--- src/rtl/foc_ftu_pkg.sv ---
`default_nettype none
// ----------------------------------------------------------------------------
// foc_ftu_pkg: shared types and constants of the frame transform unit
// Holds the transform codes, the stage payload types, the fixed-point
// constants and the function that builds the quarter-wave sine table.
// ----------------------------------------------------------------------------
package foc_ftu_pkg;

  localparam int unsigned SINE_TABLE_BITS_DEF = 10;

  // Fixed-point constants of the transforms.
  localparam logic [63:0] HALF_PI_Q30   = 64'd1686629713;
  localparam int          INV_SQRT3_Q16 = 37837;
  localparam int          SQRT3_Q15     = 56756;

  typedef enum logic [1:0] {
    KIND_CLARKE  = 2'd0,
    KIND_ICLARKE = 2'd1,
    KIND_PARK    = 2'd2,
    KIND_IPARK   = 2'd3
  } kind_e;

  // Payload after the sine lookup stage.
  typedef struct packed {
    kind_e       kind;
    logic [15:0] x;
    logic [15:0] y;
    logic [15:0] sin_v;
    logic [15:0] cos_v;
  } s1_t;

  // Payload after the multiplier stage.
  typedef struct packed {
    kind_e       kind;
    logic [15:0] x;
    logic [35:0] m0;
    logic [31:0] m1;
    logic [31:0] m2;
    logic [31:0] m3;
  } s2_t;

  // Quarter-wave sine entry idx, sin(pi/2 * idx / 2^(tbits-2)) in Q1.15, from a
  // Taylor series in Q30. Evaluated only at elaboration with constant arguments.
  function automatic logic [14:0] quarter_sine(input int unsigned idx,
                                               input int unsigned tbits);
    logic        [63:0] x;
    logic        [63:0] x2;
    logic        [63:0] term;
    logic signed [63:0] sum;
    logic        [63:0] rnd;
    x    = (64'(idx) * HALF_PI_Q30) >> (tbits - 2);
    x2   = (x * x) >> 30;
    sum  = $signed(x);
    term = ((x * x2) >> 30) / 6;
    sum  = sum - $signed(term);
    term = ((term * x2) >> 30) / 20;
    sum  = sum + $signed(term);
    term = ((term * x2) >> 30) / 42;
    sum  = sum - $signed(term);
    term = ((term * x2) >> 30) / 72;
    sum  = sum + $signed(term);
    term = ((term * x2) >> 30) / 110;
    sum  = sum - $signed(term);
    term = ((term * x2) >> 30) / 156;
    sum  = sum + $signed(term);
    term = ((term * x2) >> 30) / 210;
    sum  = sum - $signed(term);
    term = ((term * x2) >> 30) / 272;
    sum  = sum + $signed(term);
    if (sum < 0) begin
      sum = '0;
    end
    rnd = (64'(sum) + 64'd16384) >> 15;
    if (rnd > 64'd32767) begin
      rnd = 64'd32767;
    end
    return rnd[14:0];
  endfunction

endpackage
`default_nettype wire

--- src/rtl/foc_ftu_sine.sv ---
`default_nettype none
// ----------------------------------------------------------------------------
// foc_ftu_sine: angle to sine and cosine lookup stage
// Folds the angle onto a quarter-wave table and registers sine, cosine and
// the operands of the item.
// ----------------------------------------------------------------------------
module foc_ftu_sine
  import foc_ftu_pkg::*;
#(
  parameter int unsigned SINE_TABLE_BITS = SINE_TABLE_BITS_DEF
) (
  input  wire logic        clk_i,
  input  wire logic        en_i,
  input  wire logic [1:0]  kind_i,
  input  wire logic [15:0] in_x_i,
  input  wire logic [15:0] in_y_i,
  input  wire logic [15:0] angle_i,
  output      s1_t         s1_o
);

  localparam int unsigned QB    = SINE_TABLE_BITS - 2;
  localparam int unsigned QSIZE = 1 << QB;
  localparam logic [14:0] PEAK  = quarter_sine(QSIZE, SINE_TABLE_BITS);

  logic [14:0] qtab [QSIZE];

  for (genvar gi = 0; gi < QSIZE; gi++) begin : g_tab
    assign qtab[gi] = quarter_sine(gi, SINE_TABLE_BITS);
  end

  logic [SINE_TABLE_BITS-1:0] n_sin;
  logic [SINE_TABLE_BITS-1:0] n_cos;
  logic [15:0]                sin_d;
  logic [15:0]                cos_d;
  s1_t                        s1_q;

  // Sine of table index n over the full turn.
  function automatic logic [15:0] fold(input logic [SINE_TABLE_BITS-1:0] n,
                                       input logic [14:0] tab [QSIZE]);
    logic [QB-1:0] r;
    logic          odd;
    logic [14:0]   mag;
    r   = n[QB-1:0];
    odd = n[QB];
    if (odd && (r == '0)) begin
      mag = PEAK;
    end else if (odd) begin
      mag = tab[QB'(-r)];
    end else begin
      mag = tab[r];
    end
    return n[QB+1] ? -{1'b0, mag} : {1'b0, mag};
  endfunction

  assign n_sin = angle_i[15 -: SINE_TABLE_BITS];
  assign n_cos = n_sin + SINE_TABLE_BITS'(QSIZE);
  assign sin_d = fold(n_sin, qtab);
  assign cos_d = fold(n_cos, qtab);

  always_ff @(posedge clk_i) begin
    if (en_i) begin
      s1_q.kind  <= kind_e'(kind_i);
      s1_q.x     <= in_x_i;
      s1_q.y     <= in_y_i;
      s1_q.sin_v <= sin_d;
      s1_q.cos_v <= cos_d;
    end
  end

  assign s1_o = s1_q;

endmodule
`default_nettype wire

--- src/rtl/foc_ftu_mult.sv ---
`default_nettype none
// ----------------------------------------------------------------------------
// foc_ftu_mult: product stage
// Forms four registered products; the rotation uses all four and the Clarke
// kinds only the first, whose multiplier they share with the rotation.
// ----------------------------------------------------------------------------
module foc_ftu_mult
  import foc_ftu_pkg::*;
(
  input  wire logic clk_i,
  input  wire logic en_i,
  input  wire s1_t  s1_i,
  output      s2_t  s2_o
);

  logic signed [17:0] a0;
  logic signed [17:0] b0;
  logic signed [17:0] neg_sum;
  logic signed [15:0] xs;
  logic signed [15:0] ys;
  logic signed [15:0] ss;
  logic signed [15:0] cs;
  s2_t                s2_q;

  assign xs = $signed(s1_i.x);
  assign ys = $signed(s1_i.y);
  assign ss = $signed(s1_i.sin_v);
  assign cs = $signed(s1_i.cos_v);

  // -(a + 2b) needs 18 bits.
  assign neg_sum = -(18'(xs) + (18'(ys) <<< 1));

  always_comb begin
    case (s1_i.kind)
      KIND_CLARKE: begin
        a0 = neg_sum;
        b0 = 18'sd37837;
      end
      KIND_ICLARKE: begin
        a0 = 18'(ys);
        b0 = 18'sd56756;
      end
      default: begin
        a0 = 18'(ss);
        b0 = 18'(xs);
      end
    endcase
  end

  always_ff @(posedge clk_i) begin
    if (en_i) begin
      s2_q.kind <= s1_i.kind;
      s2_q.x    <= s1_i.x;
      s2_q.m0   <= a0 * b0;
      s2_q.m1   <= cs * ys;
      s2_q.m2   <= cs * xs;
      s2_q.m3   <= ss * ys;
    end
  end

  assign s2_o = s2_q;

endmodule
`default_nettype wire

--- src/rtl/foc_ftu_round.sv ---
`default_nettype none
// ----------------------------------------------------------------------------
// foc_ftu_round: sum, round and output register stage
// Adds the products of each result, rounds half up to Q2.15 and holds the
// three outputs.
// ----------------------------------------------------------------------------
module foc_ftu_round
  import foc_ftu_pkg::*;
(
  input  wire logic        clk_i,
  input  wire logic        en_i,
  input  wire s2_t         s2_i,
  output      logic [16:0] out_x_o,
  output      logic [16:0] out_y_o,
  output      logic [16:0] out_z_o
);

  logic signed [35:0] m0;
  logic signed [35:0] m1;
  logic signed [35:0] m2;
  logic signed [35:0] m3;
  logic signed [35:0] px;
  logic signed [35:0] sum_x;
  logic signed [35:0] sum_y;
  logic signed [35:0] sum_z;
  logic        [16:0] ox_d;
  logic        [16:0] oy_d;
  logic        [16:0] oz_d;
  logic        [16:0] ox_q;
  logic        [16:0] oy_q;
  logic        [16:0] oz_q;

  assign m0 = $signed(s2_i.m0);
  assign m1 = $signed({{4{s2_i.m1[31]}}, s2_i.m1});
  assign m2 = $signed({{4{s2_i.m2[31]}}, s2_i.m2});
  assign m3 = $signed({{4{s2_i.m3[31]}}, s2_i.m3});
  assign px = $signed({{5{s2_i.x[15]}}, s2_i.x, 15'b0});

  always_comb begin
    sum_x = '0;
    sum_y = '0;
    sum_z = '0;
    ox_d  = {s2_i.x[15], s2_i.x};
    oy_d  = '0;
    oz_d  = '0;
    case (s2_i.kind)
      KIND_CLARKE: begin
        sum_y = m0 + 36'sd32768;
        oy_d  = 17'(sum_y >>> 16);
      end
      KIND_ICLARKE: begin
        sum_y = -px - m0 + 36'sd32768;
        sum_z = -px + m0 + 36'sd32768;
        oy_d  = 17'(sum_y >>> 16);
        oz_d  = 17'(sum_z >>> 16);
      end
      default: begin
        // Park and inverse Park share one rotation under this sign convention.
        sum_x = m0 + m1 + 36'sd16384;
        sum_y = m2 - m3 + 36'sd16384;
        ox_d  = 17'(sum_x >>> 15);
        oy_d  = 17'(sum_y >>> 15);
      end
    endcase
  end

  always_ff @(posedge clk_i) begin
    if (en_i) begin
      ox_q <= ox_d;
      oy_q <= oy_d;
      oz_q <= oz_d;
    end
  end

  assign out_x_o = ox_q;
  assign out_y_o = oy_q;
  assign out_z_o = oz_q;

endmodule
`default_nettype wire

--- src/rtl/foc_frame_transform_unit.sv ---
`default_nettype none
// ----------------------------------------------------------------------------
// foc_frame_transform_unit: Clarke, inverse Clarke, Park and inverse Park
// Three-stage pipeline of frame transforms for field-oriented control.
// ----------------------------------------------------------------------------
// Usage:
// An item enters on the input channel (in_valid_i / in_ready_o) with a
// transform kind, two Q1.15 operands and a 16-bit electrical angle. One
// result item leaves on the output channel (out_valid_o / out_ready_i) with
// three Q2.15 values; out_z_o is phase c for inverse Clarke and zero else.
// An accepted item passes three register stages: a sine and cosine lookup
// stage, a multiplier stage and a sum-and-round stage, whose register is the
// output register. out_valid_o is the valid bit of that register.
// Throughput is one item per cycle while the receiver takes results, set by
// the four multipliers in the middle stage, each used once per item.
// Each stage has its own valid bit. When the receiver stalls, the output
// register holds its item, and the stages behind it keep filling until all
// three hold an item; only then does in_ready_o fall. Nothing is dropped or
// repeated. Reset clears the valid bits, so the pipeline comes up empty; the
// data registers are not reset. The block holds no state across items.
// ----------------------------------------------------------------------------
module foc_frame_transform_unit
  import foc_ftu_pkg::*;
#(
  parameter int unsigned SINE_TABLE_BITS = SINE_TABLE_BITS_DEF
) (
  input  wire logic        clk_i,
  input  wire logic        rst_ni,
  input  wire logic        in_valid_i,
  output      logic        in_ready_o,
  input  wire logic [1:0]  kind_i,
  input  wire logic [15:0] in_x_i,
  input  wire logic [15:0] in_y_i,
  input  wire logic [15:0] angle_i,
  output      logic        out_valid_o,
  input  wire logic        out_ready_i,
  output      logic [16:0] out_x_o,
  output      logic [16:0] out_y_o,
  output      logic [16:0] out_z_o
);

  logic v1_q, v1_d;
  logic v2_q, v2_d;
  logic v3_q, v3_d;
  logic rdy1, rdy2, rdy3;
  s1_t  s1;
  s2_t  s2;

  // A stage may load when it is empty or when the stage after it moves on.
  assign rdy3 = !v3_q || out_ready_i;
  assign rdy2 = !v2_q || rdy3;
  assign rdy1 = !v1_q || rdy2;

  assign v1_d = rdy1 ? in_valid_i : v1_q;
  assign v2_d = rdy2 ? v1_q : v2_q;
  assign v3_d = rdy3 ? v2_q : v3_q;

  always_ff @(posedge clk_i or negedge rst_ni) begin
    if (!rst_ni) begin
      v1_q <= 1'b0;
      v2_q <= 1'b0;
      v3_q <= 1'b0;
    end else begin
      v1_q <= v1_d;
      v2_q <= v2_d;
      v3_q <= v3_d;
    end
  end

  assign in_ready_o  = rdy1;
  assign out_valid_o = v3_q;

  foc_ftu_sine #(
    .SINE_TABLE_BITS(SINE_TABLE_BITS)
  ) u_sine (
    .clk_i  (clk_i),
    .en_i   (rdy1 && in_valid_i),
    .kind_i (kind_i),
    .in_x_i (in_x_i),
    .in_y_i (in_y_i),
    .angle_i(angle_i),
    .s1_o   (s1)
  );

  foc_ftu_mult u_mult (
    .clk_i(clk_i),
    .en_i (rdy2 && v1_q),
    .s1_i (s1),
    .s2_o (s2)
  );

  foc_ftu_round u_round (
    .clk_i  (clk_i),
    .en_i   (rdy3 && v2_q),
    .s2_i   (s2),
    .out_x_o(out_x_o),
    .out_y_o(out_y_o),
    .out_z_o(out_z_o)
  );

  // An accepted item always lands in the first stage.
  a_accept_lands: assert property (@(posedge clk_i) disable iff (!rst_ni)
    in_valid_i && in_ready_o |=> v1_q)
    else $error("accepted item did not reach the lookup stage");

  // The input side only blocks when every stage is full and the output stalls.
  a_block_full: assert property (@(posedge clk_i) disable iff (!rst_ni)
    !in_ready_o |-> v1_q && v2_q && v3_q && !out_ready_i)
    else $error("input blocked while the pipeline had room");

  // A stalled middle stage keeps its item untouched.
  a_mid_hold: assert property (@(posedge clk_i) disable iff (!rst_ni)
    v2_q && !rdy3 |=> v2_q && $stable(s2))
    else $error("middle stage item changed during a stall");

endmodule
`default_nettype wire
--- config.mk ---
export PLATFORM = sky130hd
export DESIGN_NAME = foc_frame_transform_unit
export DESIGN_NICKNAME = d
export VERILOG_FILES = /design/src/rtl/foc_ftu_pkg.sv /design/src/rtl/foc_ftu_sine.sv /design/src/rtl/foc_ftu_mult.sv /design/src/rtl/foc_ftu_round.sv /design/src/rtl/foc_frame_transform_unit.sv
export SDC_FILE = /design/constraint.sdc
export NUM_CORES = 2
export LEC_CHECK = 0
export ABC_CLOCK_PERIOD_IN_PS = 23600
export BUFFER_PORTS_ARGS = -buffer_cell sky130_fd_sc_hd__buf_2
export CAP_MARGIN = 20
export CORE_MARGIN = 3
export CORE_UTILIZATION = 25
export CTS_CLUSTER_SIZE = 8
export DETAILED_ROUTE_END_ITERATION = 7
export HOLD_SLACK_MARGIN = 0.05
export SLEW_MARGIN = 25
export SYNTH_ARGS = -nofsm -noshare
export SYNTH_HDL_FRONTEND = slang
export SYNTH_HIERARCHICAL = 1
export SYNTH_SLANG_ARGS = --single-unit
export TNS_END_PERCENT = 50
--- constraint.sdc ---
create_clock -name clk_i -period 23.6 [get_ports clk_i]
set_input_delay 3.54 -clock clk_i [delete_from_list [all_inputs] [get_ports clk_i]]
set_output_delay 3.54 -clock clk_i [all_outputs]
set_load 0.03 [all_outputs]
Yosys cells after proc, flatten, opt, wreduce, memory -nomap -nowiden
Memories as Yosys holds them, arrays and structs flattened.
Cells that the tools add are included.
W data, S select, Z words.
{ "classes": {"addsub": 17, "n_mul": 4, "n_lt_le_gt_ge": 4, "eq_ne": 2, "mux": 18, "bitwise": 4, "n_reduce_logical": 16} }
{ "op_table": {"columns": ["cell", "count"], "rows": [
  ["$mux W15", 14],
  ["$add A33 B17 Y33 const B", 3],
  ["$mul A16 B16 Y32", 3],
  ["$pmux W18 S2", 2],
  ["$add A32 B16 Y32 const B", 2],
  ["$ge A9 B9 Y1 const B", 4],
  ["$not A8 Y9", 4],
  ["$pmux W17 S2", 1],
  ["$add A33 B33 Y33", 1],
  ["$mul A18 B18 Y33", 1],
  ["$neg A31 Y33", 1],
  ["$sub A33 B33 Y33", 1],
  ["$add A32 B32 Y32", 1],
  ["$neg A15 Y16", 2],
  ["$sub A32 B32 Y32", 1],
  ["$add A16 B17 Y18", 1],
  ["$neg A18 Y18", 1],
  ["$mux W17", 1],
  ["$logic_not A8 Y1", 2],
  ["$neg A8 Y8", 2],
  ["$add A10 B9 Y10 const B", 1],
  ["$logic_and A1 B1 Y1", 5],
  ["$eq A2 B1 Y1 const B", 2],
  ["$logic_not A2 Y1", 2],
  ["other kinds (3)", 7]
]} }
{ "totals": {"regBits": 267, "rom_bits": 15360, "word_cells": 88, "n_memories": 4} }
{ "mem_list": {"columns": ["memory", "words", "word_bits", "rd", "rd_clocked_by_memory_dff", "write_ports", "line_no", "text"], "rows": [
  ["(name not given)", 256, 15, 1, 0, 0, "foc_ftu_sine.sv:48", "mag = tab[QB'(-r)];"],
  ["(name not given)", 256, 15, 1, 0, 0, "foc_ftu_sine.sv:50", "mag = tab[r];"],
  ["(name not given)", 256, 15, 1, 0, 0, "foc_ftu_sine.sv:48", null],
  ["(name not given)", 256, 15, 1, 0, 0, "foc_ftu_sine.sv:50", null]
]} }

Logic depth before layout (Yosys ltp)
{ "depth": {"word_depth": 10, "ltp_mapped": 36} }

Cells and area by module
Netlist, hierarchy kept.
{ "by_module_without_submodules": {"columns": ["mod", "n_inst", "cells_each", "area_per_inst_um2"], "rows": [
  ["foc_ftu_mult", 1, 5001, 47255.3],
  ["foc_ftu_sine", 1, 1624, 11892.7],
  ["foc_ftu_round", 1, 871, 7662.3],
  ["foc_frame_transform_unit", 1, 12, 153.9]
]} }

Least setup slack after synthesis
No wires, ideal clock.
{ "synth_path": {"kind": "register to register", "startpoint": "register u_sine.s1_q (netlist bit u_sine/s1_o[49])", "endpoint": "register, netlist name u_mult/s2_o[129]", "setup_time_ns": 0.259, "t_arrival_ns": 8.214, "required_ns": 23.341, "path_slack_ns": 15.127, "stages_incl_launch_ff": 36, "path_buffers": 0, "synth_period_minus_slack_ns": 8.473, "cell_sequence": "edfxtp_1 ha_1 inv_1 ha_1 inv_1 fa_1 nor2b_4 o31ai_4 a21oi_4 o2111ai_1 a31o_1 mux2_4 nor2_1 nor2_1 nand2_1 fa_1 inv_1 fa_1 ha_1 inv_1 fa_1 inv_1 fa_1 inv_1 fa_1 inv_1 ha_1 a21o_1 a21o_1 a21o_1 a21o_1 a21o_1 a31o_1 a21o_1 a21oi_1 xnor2_1"} }
{ "synth_lines": {"columns": ["element", "line_no", "text"], "rows": [
  ["start, declared", "foc_ftu_sine.sv:35", "s1_t s1_q;"]
]} }

Worst setup path in the final report
{ "layout_path": {"startpoint": "input port angle_i[7]", "endpoint": "register u_sine.s1_q (netlist bit u_sine/s1_o[31]) (data pin)"} }
{ "layout_between": {"elab_chain_cells": 8, "elab_cells_between_ends": 14} }
{ "layout_rtl": {"columns": ["element", "line_no", "text"], "rows": [
  ["start, declared", "foc_frame_transform_unit.sv:34", "input wire logic [15:0] angle_i,"],
  ["$neg A8 Y8", "foc_ftu_sine.sv:48", null],
  ["$not A8 Y9 (implied by the code)", "foc_ftu_sine.sv:48", null],
  ["$mem_v2 Z256 W15", null, null],
  ["$mux W15 (implied by the code) (2 in a row)", "foc_ftu_sine.sv:48", null],
  ["$mux W15", "foc_ftu_sine.sv:47", "end else if (odd) begin"],
  ["$mux W15 (*)", "foc_ftu_sine.sv:45", "if (odd && (r == '0)) begin"],
  ["$neg A15 Y16 (*)", "foc_ftu_sine.sv:52", "return n[QB+1] ? -{1'b0, mag} : {1'b0, mag};"]
]} }
Mark *: on every way between the ends. The rest lies on a longest branch, timed or not. The select of a mux whose other input is x is not followed.
A chain may end at the register's enable or synchronous reset.

==> out/qor.yml <==
hp-class: "register to register"
chipHeight_um: 521
dp_hpwl_um: 169000
tns_ps: 0
avgSynthCellArea_um2: 8.90
wl_um: 223000
cts_buffer_depth: 3
synthesis.nets: 9194
antenna_found_initial: 18
numPortBuffers: 100
path_class: "input pin to register"
tightestPinTransition_ps: 1150
cts_buffers: 43
first_pass_iters: 7
h-tree-depth: 2
multi_input_area_um2: 51500
holdBufCountCts: 0
seqCellArea_um2: 8000
fin_crit_ps: 10870
wl_per_cell_um: 20.5
overflow: 0
wl_met2_um: 95600
dr_total_vias: 54100
drt.antenna.violating_nets: 0
fp-row-count: 188
cp-end-kind: "register"
top_layer_used: "met5"
nFillCells: 28300
globalplace.congestion: 0.990
viasPerCell: 4.97
cts-resized-gates: 0
grt_max_degree: 163
die_w_um: 521
path_clk_slew_ps: 50
grt_pass1_vias: 54900
clk-insertion-delay-late_ps: 640
initialDrtViolationCount: 5339
route.detailed.drc: 0
syn2layout_area_growth_pct: 8.50
cts_setup_buffers: 0
synth_warnings: 6
slew_viol_final: 0
slew_headroom_pct: 23.1
grt_usage_pct: 16.4
final_nets: 9082
grt_setup_unrepaired: "no"
tritoncts: "done"
initial_core_util_pct: 25.2
status: "finished, final reports clean"
syn-cell-area_um2: 66300
crit_path_start_kind: "input pin"
grt_pass1_wl_um: 343000
period_share_pct: 46.0
route.met3.wl_um: 21700
maxCapViolCount: 0
setup_violations: 0
drive_gt1_share_pct: 6.01
hold_viol_final: 0
dieArea_um2: 271000
io_pins: 107
finalHoldWorstSlack_ps: 555
worst-path-max-fanout: 61
wl_met1_um: 95200
worstPathRequired_ps: 23940
syn_inst: 7448
root_buffer: "clkbuf_16"
core_area_um2: 263000
arrival_ps: 11200
skew_ps: 54.0
cts.sinks: 267
fmax_ghz: 0.0920
final cells by class:
cell class              count  share of cell area (%)
multi-input cells        5410                    71.6
flip-flops and latches    267                    11.1
inverters                1370                    7.15
well taps                3515                    6.11
repair buffers            244                    2.23
clock buffers              46                    1.51
clock inverters            14                   0.242
diodes                      8                  0.0278
registers in the layout (all words and copies together), names as in the netlist:
signal and cells:
u_round/out_y_o 17, out_valid_o 1, v2_q 1, u_mult/s2_o 147, u_round/out_x_o 17, u_sine/s1_o 66, u_round/out_z_o 17, v1_q 1
worst max-delay path, cell delays in order:
cell	delay, ps
buf_2	90
buf_4	280
inv_1	510
ha_2	900
clkinv_1	750
ha_2	560
buf_4	520
clkinv_1	630
buf_4	440
nor2_1	550
nor2_1	90
o2111ai_1	220
o2111ai_1	170
a311oi_2	530
nand2_1	220
a2111oi_4	400
nand4b_1	270
o41a_1	470
cell usage in the layout, fill, tap and decap left out, types with 145 or more instances in the layout:
| cell | instances |
|---|---|
| inv_1 | 1353 |
| fa_1 | 1103 |
| nand2_1 | 817 |
| ha_1 | 586 |
| nor2_1 | 402 |
| and2_1 | 320 |
| a21oi_1 | 308 |
| edfxtp_1 | 264 |
| o21ai_0 | 220 |
| xnor2_1 | 186 |
| buf_4 | 145 |
metal layers:
layer / vias to the layer above / global-route usage, %
li1: 24000 / -
met1: 27000 / 22.4
met2: 2520 / 24.8
met3: 566 / 3.67
met4: 4 / 6.77
met5: - / 0
per-stage QoR:
step | util, % | setup slack [ps] | instance area, um^2 | instances
after floorplan | - | 15260 | 66300 | 7448
after CTS | 27.3 | 13060 | 71900 | 10900
after global routing | 27.3 | 12490 | 71900 | 10900
after global placement | 26.8 | 12420 | 70600 | 10800
final | 27.3 | 12730 | 71900 | 10900
after detailed placement | 26.8 | 12410 | 70600 | 10800
worst paths after layout:
kind | cells after the start | to | start | slack, ps
worst min-delay path | 1 | v2_q | v1_q | 550
worst max-delay path | 18 | u_sine/s1_o[31] | angle_i[7] | 12730
worst max register to register | 35 | u_mult/s2_o[128] | u_sine/s1_o[49] | 13400
worst min register to register | 1 | v2_q | v1_q | 550
max in group asynchronous | 1 | out_valid_o | rst_ni | 20760
min in group asynchronous | 1 | v1_q | rst_ni | 2730
Power is left out: the tool's default activity adds up to more than one toggle a clock period on the data nets, which glitch-free logic cannot reach.
